<file path="src/sv/fscd_pkg.sv">
// fscd_pkg: shared types, constants and the CRC-32 byte update for the file segmenter.
// No dependencies; used by file_segmenter_crc32_descriptor.
package fscd_pkg;

    localparam int BUF_BYTES = 256;
    localparam int HDR_BYTES = 19;
    localparam int LIMIT_CAP_RAW = BUF_BYTES - HDR_BYTES;
    localparam int LIMIT_CAP = (LIMIT_CAP_RAW > 255) ? 255 : LIMIT_CAP_RAW;

    localparam logic [31:0] CRC_POLY = 32'hEDB8_8320;
    localparam logic [31:0] CRC_INIT = 32'hFFFF_FFFF;

    localparam logic [15:0] FILE_SIZE_RST = 16'd1;
    localparam logic [7:0]  FILE_TYPE_RST = 8'd4;
    localparam logic [7:0]  SEG_LIMIT_RST = 8'd200;

    localparam int ADDR_W = 4;

    typedef enum logic [1:0] {
        REG_FILE_SIZE = 2'd0,
        REG_FILE_TYPE = 2'd1,
        REG_SEG_LIMIT = 2'd2
    } reg_idx_t;

    typedef enum logic [1:0] {
        FT_START  = 2'd0,
        FT_MIDDLE = 2'd1,
        FT_END    = 2'd2
    } frame_t;

    typedef enum logic {
        KIND_DATA = 1'b0,
        KIND_DESC = 1'b1
    } kind_t;

    typedef struct packed {
        kind_t       item_kind;
        logic [7:0]  data_byte;
        frame_t      frame_type;
        logic [7:0]  desc_file_type;
        logic [15:0] desc_file_size;
        logic [15:0] seg_start;
        logic [7:0]  seg_length;
        logic [31:0] seg_crc;
        logic        last;
    } result_t;

    // reflected CRC-32, one byte, bit-serial over eight steps
    function automatic logic [31:0] crc_byte(input logic [31:0] crc, input logic [7:0] b);
        logic [31:0] c;
        c = crc ^ {24'd0, b};
        for (int k = 0; k < 8; k++) begin
            c = c[0] ? ((c >> 1) ^ CRC_POLY) : (c >> 1);
        end
        return c;
    endfunction

endpackage

</file>
<file path="src/sv/file_segmenter_crc32_descriptor.sv">
// file_segmenter_crc32_descriptor: splits a file byte stream into segments and emits a
// CRC-32 descriptor after each segment. Depends on fscd_pkg.
//
//  channel  | signals                                   | direction
//  ---------+-------------------------------------------+-----------
//  in       | in_valid, in_ready, payload_byte          | sink
//  out      | out_valid, out_ready, item_kind .. last   | source
//  cfg      | psel, penable, pwrite, paddr, pwdata, ... | APB slave
//
// One byte is taken per cycle while in_ready is high; its data result is registered the next cycle.
// A byte that closes a segment also queues a descriptor, which holds off the next input transfer
// until the descriptor has moved into the output register (two output transfers for that byte).
// Segment state and CRC update in the same cycle as the input transfer.
// Reset clears all state; configuration returns to file_size 1, file_type 4, seg_limit 200.
// A stalled output holds its result; input is taken only when the output slot frees up.
module file_segmenter_crc32_descriptor (
    input  logic                          clk,
    input  logic                          rst_n,
    input  logic                          in_valid,
    output logic                          in_ready,
    input  logic [7:0]                    payload_byte,
    output logic                          out_valid,
    input  logic                          out_ready,
    output logic                          item_kind,
    output logic [7:0]                    data_byte,
    output logic [1:0]                    frame_type,
    output logic [7:0]                    desc_file_type,
    output logic [15:0]                   desc_file_size,
    output logic [15:0]                   seg_start,
    output logic [7:0]                    seg_length,
    output logic [31:0]                   seg_crc,
    output logic                          last,
    input  logic                          psel,
    input  logic                          penable,
    input  logic                          pwrite,
    input  logic [fscd_pkg::ADDR_W-1:0]   paddr,
    input  logic [31:0]                   pwdata,
    output logic [31:0]                   prdata,
    output logic                          pready
);

    logic [15:0] file_size_reg;
    logic [7:0]  file_type_reg;
    logic [7:0]  seg_limit_reg;

    logic [15:0]      file_pos_reg,   file_pos_next;
    logic [15:0]      cur_start_reg,  cur_start_next;
    logic [7:0]       cur_len_reg,    cur_len_next;
    logic [7:0]       cur_count_reg,  cur_count_next;
    fscd_pkg::frame_t cur_ft_reg,     cur_ft_next;
    logic [31:0]      crc_reg,        crc_next;

    fscd_pkg::result_t out_reg,  data_res;
    fscd_pkg::result_t desc_reg, desc_res;
    logic              out_valid_reg;
    logic              desc_pend_reg;

    logic              in_fire, out_fire, cfg_wr;
    fscd_pkg::reg_idx_t reg_idx;
    logic [15:0]       fsize;
    logic [7:0]        lim;
    logic [15:0]       pos0, remaining, pos_inc;
    logic [31:0]       crc_in, crc_upd;
    logic [7:0]        count_inc;
    logic              close;

    assign pready   = 1'b1;
    assign reg_idx  = fscd_pkg::reg_idx_t'(paddr[3:2]);
    assign cfg_wr   = psel && penable && pwrite;
    assign in_ready = !desc_pend_reg && (!out_valid_reg || out_ready);
    assign in_fire  = in_valid && in_ready;
    assign out_fire = out_valid_reg && out_ready;

    always_comb
    begin
        unique case (reg_idx)
            fscd_pkg::REG_FILE_SIZE: prdata = {16'd0, file_size_reg};
            fscd_pkg::REG_FILE_TYPE: prdata = {24'd0, file_type_reg};
            fscd_pkg::REG_SEG_LIMIT: prdata = {24'd0, seg_limit_reg};
            default:                 prdata = 32'd0;
        endcase
    end

    always_comb
    begin
        fsize = (file_size_reg == 16'd0) ? 16'd1 : file_size_reg;
        if (seg_limit_reg == 8'd0)
            lim = 8'd1;
        else if (seg_limit_reg > 8'(fscd_pkg::LIMIT_CAP))
            lim = 8'(fscd_pkg::LIMIT_CAP);
        else
            lim = seg_limit_reg;

        pos0           = file_pos_reg;
        cur_start_next = cur_start_reg;
        cur_len_next   = cur_len_reg;
        cur_ft_next    = cur_ft_reg;
        crc_in         = crc_reg;
        remaining      = 16'd0;
        if (cur_count_reg == 8'd0)
        begin
            pos0           = (file_pos_reg >= fsize) ? 16'd0 : file_pos_reg;
            remaining      = fsize - pos0;
            cur_start_next = pos0;
            cur_len_next   = (remaining > {8'd0, lim}) ? lim : remaining[7:0];
            if (pos0 == 16'd0)
                cur_ft_next = fscd_pkg::FT_START;
            else if (remaining <= {8'd0, lim})
                cur_ft_next = fscd_pkg::FT_END;
            else
                cur_ft_next = fscd_pkg::FT_MIDDLE;
            crc_in = fscd_pkg::CRC_INIT;
        end

        crc_upd   = fscd_pkg::crc_byte(crc_in, payload_byte);
        count_inc = cur_count_reg + 8'd1;
        pos_inc   = pos0 + 16'd1;
        close     = (count_inc >= cur_len_next) || (pos_inc >= fsize);

        if (close)
        begin
            cur_count_next = 8'd0;
            crc_next       = fscd_pkg::CRC_INIT;
            file_pos_next  = (pos_inc >= fsize) ? 16'd0 : pos_inc;
        end
        else
        begin
            cur_count_next = count_inc;
            crc_next       = crc_upd;
            file_pos_next  = pos_inc;
        end

        data_res           = '0;
        data_res.item_kind = fscd_pkg::KIND_DATA;
        data_res.data_byte = payload_byte;
        data_res.last      = !close;

        desc_res                = '0;
        desc_res.item_kind      = fscd_pkg::KIND_DESC;
        desc_res.frame_type     = cur_ft_next;
        desc_res.desc_file_type = file_type_reg;
        desc_res.desc_file_size = fsize;
        desc_res.seg_start      = cur_start_next;
        desc_res.seg_length     = count_inc;
        desc_res.seg_crc        = ~crc_upd;
        desc_res.last           = 1'b1;
    end

    always_ff @(posedge clk or negedge rst_n)
    begin
        if (!rst_n)
        begin
            file_size_reg <= fscd_pkg::FILE_SIZE_RST;
            file_type_reg <= fscd_pkg::FILE_TYPE_RST;
            seg_limit_reg <= fscd_pkg::SEG_LIMIT_RST;
            file_pos_reg  <= 16'd0;
            cur_start_reg <= 16'd0;
            cur_len_reg   <= 8'd0;
            cur_count_reg <= 8'd0;
            cur_ft_reg    <= fscd_pkg::FT_START;
            crc_reg       <= fscd_pkg::CRC_INIT;
            out_reg       <= '0;
            desc_reg      <= '0;
            out_valid_reg <= 1'b0;
            desc_pend_reg <= 1'b0;
        end
        else
        begin
            if (cfg_wr)
            begin
                unique case (reg_idx)
                    fscd_pkg::REG_FILE_SIZE: file_size_reg <= pwdata[15:0];
                    fscd_pkg::REG_FILE_TYPE: file_type_reg <= pwdata[7:0];
                    fscd_pkg::REG_SEG_LIMIT: seg_limit_reg <= pwdata[7:0];
                    default: ;
                endcase
            end

            if (in_fire)
            begin
                file_pos_reg  <= file_pos_next;
                cur_start_reg <= cur_start_next;
                cur_len_reg   <= cur_len_next;
                cur_count_reg <= cur_count_next;
                cur_ft_reg    <= cur_ft_next;
                crc_reg       <= crc_next;
                out_reg       <= data_res;
                out_valid_reg <= 1'b1;
                if (close)
                begin
                    desc_reg      <= desc_res;
                    desc_pend_reg <= 1'b1;
                end
            end
            else if (out_fire)
            begin
                if (desc_pend_reg)
                begin
                    out_reg       <= desc_reg;
                    desc_pend_reg <= 1'b0;
                end
                else
                begin
                    out_valid_reg <= 1'b0;
                end
            end
        end
    end

    assign out_valid      = out_valid_reg;
    assign item_kind      = out_reg.item_kind;
    assign data_byte      = out_reg.data_byte;
    assign frame_type     = out_reg.frame_type;
    assign desc_file_type = out_reg.desc_file_type;
    assign desc_file_size = out_reg.desc_file_size;
    assign seg_start      = out_reg.seg_start;
    assign seg_length     = out_reg.seg_length;
    assign seg_crc        = out_reg.seg_crc;
    assign last           = out_reg.last;

endmodule

</file>
<file path="config.mk">
export PLATFORM = sky130hd
export DESIGN_NAME = file_segmenter_crc32_descriptor
export DESIGN_NICKNAME = d
export VERILOG_FILES = /design/src/sv/fscd_pkg.sv /design/src/sv/file_segmenter_crc32_descriptor.sv
export SDC_FILE = /design/constraint.sdc
export NUM_CORES = 1
export LEC_CHECK = 0
export ABC_CLOCK_PERIOD_IN_PS = 9580
export BUFFER_PORTS_ARGS = -buffer_cell sky130_fd_sc_hd__buf_2
export CAP_MARGIN = 20
export CORE_MARGIN = 4
export CORE_UTILIZATION = 59
export CTS_CLUSTER_DIAMETER = 100
export DETAILED_ROUTE_END_ITERATION = 16
export GPL_ROUTABILITY_DRIVEN = 0
export GPL_TIMING_DRIVEN = 0
export PLACE_DENSITY = 0.78
export REMOVE_ABC_BUFFERS = 1
export SLEW_MARGIN = 20
export SYNTH_ARGS = -nofsm -noshare
export SYNTH_HDL_FRONTEND = slang
export SYNTH_SLANG_ARGS = --single-unit
</file>
<file path="constraint.sdc">
create_clock -name clk -period 9.58 [get_ports clk]
set_input_delay 0.479 -clock clk [delete_from_list [all_inputs] [get_ports clk]]
set_output_delay 0.479 -clock clk [all_outputs]
set_load 0.02 [all_outputs]
</file>
After elaboration in Yosys (flattened, before gate mapping). Cells that the tools add are included.

Add/sub/neg operators: 3. Order comparisons: 6. Equal/unequal tests: 4. Multiplexer cells: 34. Bitwise logic cells: 10. Reduce and logical (&&, ||, !) cells: 24.

Operators by type and width (number): $mux 32 (10); $mux 92 (3); $not 13->14 (8); $mux 16 (6); $pmux 16 s3 (1); $mux 8 (5); $ge 16x16->1 (2); $logic_not 16->1 (2); $not 32->32 (1); $xor 32x8->32 (1); $add 16x1->16 const B (1); $gt 16x8->1 (1); $le 16x8->1 (1); $logic_not 8->1 (2); $sub 16x16->16 (1); $reduce_and 2->1 (7); $add 8x1->8 const B (1); $ge 8x8->1 (1); $gt 8x8->1 const B (1); $mux 1 (6); $mux 2 (3); $logic_and 1x1->1 (5); $ne 2x1->1 const B (2); $reduce_bool 2->1 (2); other kinds (5) (8).

Register bits after elaboration: 291. Bits of input ports: 51. Output and inout bits: 127.

Logic depth before layout (Yosys ltp).
Word-level depth: 20. Depth in mapped cells: 41. Mapped depth without buffers: 35.

Worst setup path after synthesis. Ideal clock, no wire load.

Kind: register to register. Start: reg file_size_reg[4]. End: reg desc_reg[10] (netlist bit). Setup time: 125 ps. Arrival: 7684 ps. Data required time: 9455 ps. Path slack: 1771 ps. Stages on the path, launching flop included: 38. Clock period less this slack: 7809 ps. Cell sequence: dfrtp_1 > nor4_1 > a41oi_1 > inv_1 > ha_1 > nand2b_1 > a2111oi_0 > o32ai_1 > o21ai_1 > clkbuf_1 > buf_1 > nand2_1 > ha_1 > o211ai_1 > a21oi_1 > o41a_1 > xor2_1 > ha_1 > [... 2 more ...] > o21ai_0 > nand3_1 > a2111oi_2 > nand4_2 > buf_2 > buf_2 > a22oi_1 > nand3_1 > ha_1 > nand2b_1 > a21o_1 > a21o_1 > a211o_1 > a21oi_1 > o21ai_0 > o21ai_2 > buf_2 > mux2_2.

RTL lines: from (decl) (RTL line file_segmenter_crc32_descriptor.sv:42) `logic [15:0] file_size_reg;`; from (signal assigned) (RTL line file_segmenter_crc32_descriptor.sv:153) `file_size_reg <= fscd_pkg::FILE_SIZE_RST;`; from (signal assigned) (RTL line file_segmenter_crc32_descriptor.sv:172) `fscd_pkg::REG_FILE_SIZE: file_size_reg <= pwdata[15:0];`; to (signal assigned) (RTL line file_segmenter_crc32_descriptor.sv:191) `desc_reg <= desc_res;`; to (decl) (RTL line file_segmenter_crc32_descriptor.sv:54) `fscd_pkg::result_t desc_reg, desc_res;`.

==> metrics <==
status=finished, final reports clean; Syn Std Cell Area=approximately 0.015 mm2; Slew Limit Fails=0; Final Setup Violations=0; Fin. Hold Viols=0; via count=~12,000; Syn. warnings=0; Max FO, Critical Path=35; layout cells sized above 1=about a fifth; chip height=between 150 and 200 um; nets=around 1,900; ANT nets after route=0; number of port buffers=about 140; Clock Path Buffers=3; chip width=around 170 um; io pins=between 150 and 200; worst-case clock skew=approximately 0.0099 ns; Seq cells post-synth=around 290; Design Area, Final=~0.018 mm2; Total GRT Usage=between 20% and 30%; Clock Tree Root=clkbuf_16; area grow syn2layout=14.1%; most used cell, CP=ha_1; Max Clk Rate=about 0.11 GHz; Slew @ Worst Pin=0.863 ns; initial core utilization=between 60% and 70%; met1 wire length=16,300 um; Total Power=between 6 and 7 mW; commonest non-fill, non-tap cells in the layout=nand2_1 (339), dfrtp_1 (254), a21oi_1 (161); Iter 0 DRT Violations=roughly 990; Post-synth EDFFs=0; Largest register FFs=83; Worst-path clk slew=~0.060 ns; floorplan row count=between 50 and 60; Critical Path Start Type=flip-flop; initial antenna violation count=0; Mapped Avg Cell Area=slightly above 9 um2; Crit-path slowest cell=or4_1; Min-Delay Path Class=primary input to flip-flop; Setup crit end kind=flip-flop; Avg WL per Cell=around 18 um; Pleak=around 8.1 nW; first-pass GRT wire length=between 60,000 and 70,000 um; commonest non-fill, non-tap cell in the layout=nand2_1; GRT overflow=0; Vias/cell=5.79; Skew-Pair Late Insertion Delay=0.56 ns; Area after DPL=0.0165 mm2; detailed placement HPWL=around 26,000 um; Arr. time, crit path=approximately 9.6 ns; CP Class=flip-flop to flip-flop; Filler cells=1,933; Die Footprint=~0.029 mm2; Worst slew margin=~42%; TritonCTS clock tree=done; Seq/Total Area, Yosys=between 40% and 50%; TritonRoute pass-1 iters=5; DRC violations left=0; Primary FF master, synth=dfrtp_1; vias in the first global route=12,097; ANT cells=0; total wire length=approximately 38,000 um; clk sinks=291; metal3 WL=2150 um; slowest stage delay, CP=around 0.53 ns; setup_tns=0 ns; ys async rst share=100%; CTS H-tree depth=1; IR drop worst, VDD=between 0.2 and 0.3 mV; Req. time, crit path=roughly 10 ns; largest net degree at the start of global routing=about 100; final cell count without fillers=between 2,000 and 2,500; Tmin final=9.22 ns; post-synth cell types=69; core box area=approximately 0.025 mm2; Max Cap Violations=0; TritonCTS Buffers=30; max layer used=met4; Syn Inst Count=1,676; met2 WL=~18,000 um; Hold Slack=roughly 0.12 ns; placed insts=slightly above 2,000; power per cell area=roughly 400 mW/mm2; period utilization=a little under 100%
## what timing repair did
item,CTS,global route
hold buffers,1,0
hold endpoints to repair,29,0
setup buffers,5,0
resized for setup,1,4
cloned,0,2
pin swaps,1,2
endpoints found under the setup margin,119,125
## cells in the mapped netlist, types with 22 or more instances
cell,n,area [um2]
inv_1,39,146
clkbuf_1,94,353
xor2_1,28,245
nand3_1,29,145
a21oi_1,161,806
xnor2_1,73,639
nand2_1,342,1280
mux2_2,56,631
o21ai_0,119,596
dfrtp_1,254,6360
ha_1,66,826
nor2_1,121,454
dfstp_2,37,972
nor3_1,22,110
## cells by family (layout without fill, tap and decap cells)
| kind of cell | count (synthesis) | after routing | share of synthesized area (%) |
|---|---|---|---|
| and+or+nand+nor | 595 | 596 | 16.4 |
| DFF | 291 | 291 | 47.5 |
| other | 2 | 17 | 0.0487 |
| buffers and inverters | 170 | 262 | 4.69 |
| muxes | 69 | 69 | 4.93 |
| xor gates and xnor gates | 112 | 112 | 7.19 |
| adders and majority gates | 67 | 67 | 5.48 |
| AOI/OAI and AO/OA | 370 | 371 | 13.7 |
## report_power, final
part	switching, mW	internal [mW]	leakage [nW]	total, mW
combinational	2.24	1.55	3.93	3.79
sequential	0.321	1.69	3.70	2.01
clock	0.486	0.663	0.483	1.15
## layer usage
| metal | vias to the layer above | track usage, % |
|---|---|---|
| met5 | - | 0 |
| met4 | 0 | 6.58 |
| met3 | 66 | 3.19 |
| met2 | 426 | 43.0 |
| met1 | 5953 | 36.4 |
| li1 | 5807 | - |
## critical path: cells and delay by family, from the launching register on
kind	cells	cell delay [ns]
and+or+nand+nor	9	2.09
DFF	1	0.43
AOI/OAI and AO/OA	16	4.45
adders and majority gates	4	1.17
buffers and inverters	4	0.70
xor gates and xnor gates	1	0.20
## per-stage QoR
step | util (%) | setup slack (ns)
after floorplan | - | -0.752
after global placement | 62.9 | -3.88
after detailed placement | 64.8 | -0.461
after CTS | 68.9 | 0.0114
after global routing | 69.1 | -0.0241
final | 69.1 | 0.363
## final cells by class
cell class / count / area (um2) / share of cell area [%]
multi-input combinational: 1232 / 7570 / 43.0
sequential: 291 / 7330 / 41.6
timing repair buffer: 167 / 1170 / 6.66
clock buffer: 42 / 836 / 4.75
tap: 330 / 413 / 2.35
inverter: 39 / 146 / 0.832
clock inverter: 14 / 138 / 0.782
## worst paths after layout
| path | startpoint | endpoint | slack (ns) | cells past startpoint |
|---|---|---|---|---|
| min in group asynchronous | rst_n | seg_start[10] | 0.37 | 2 |
| setup reg to reg | file_size_reg[8] | desc_reg[47] | 0.36 | 34 |
| setup / recovery | file_size_reg[8] | desc_reg[47] | 0.36 | 34 |
| max in group asynchronous | rst_n | crc_reg[16] | 8.06 | 4 |
| hold reg to reg | desc_reg[50] | desc_reg[50] | 0.48 | 2 |
| hold / removal | pwdata[12] | file_size_reg[12] | 0.12 | 3 |
Note: power is estimated with default switching activity, not from simulation.
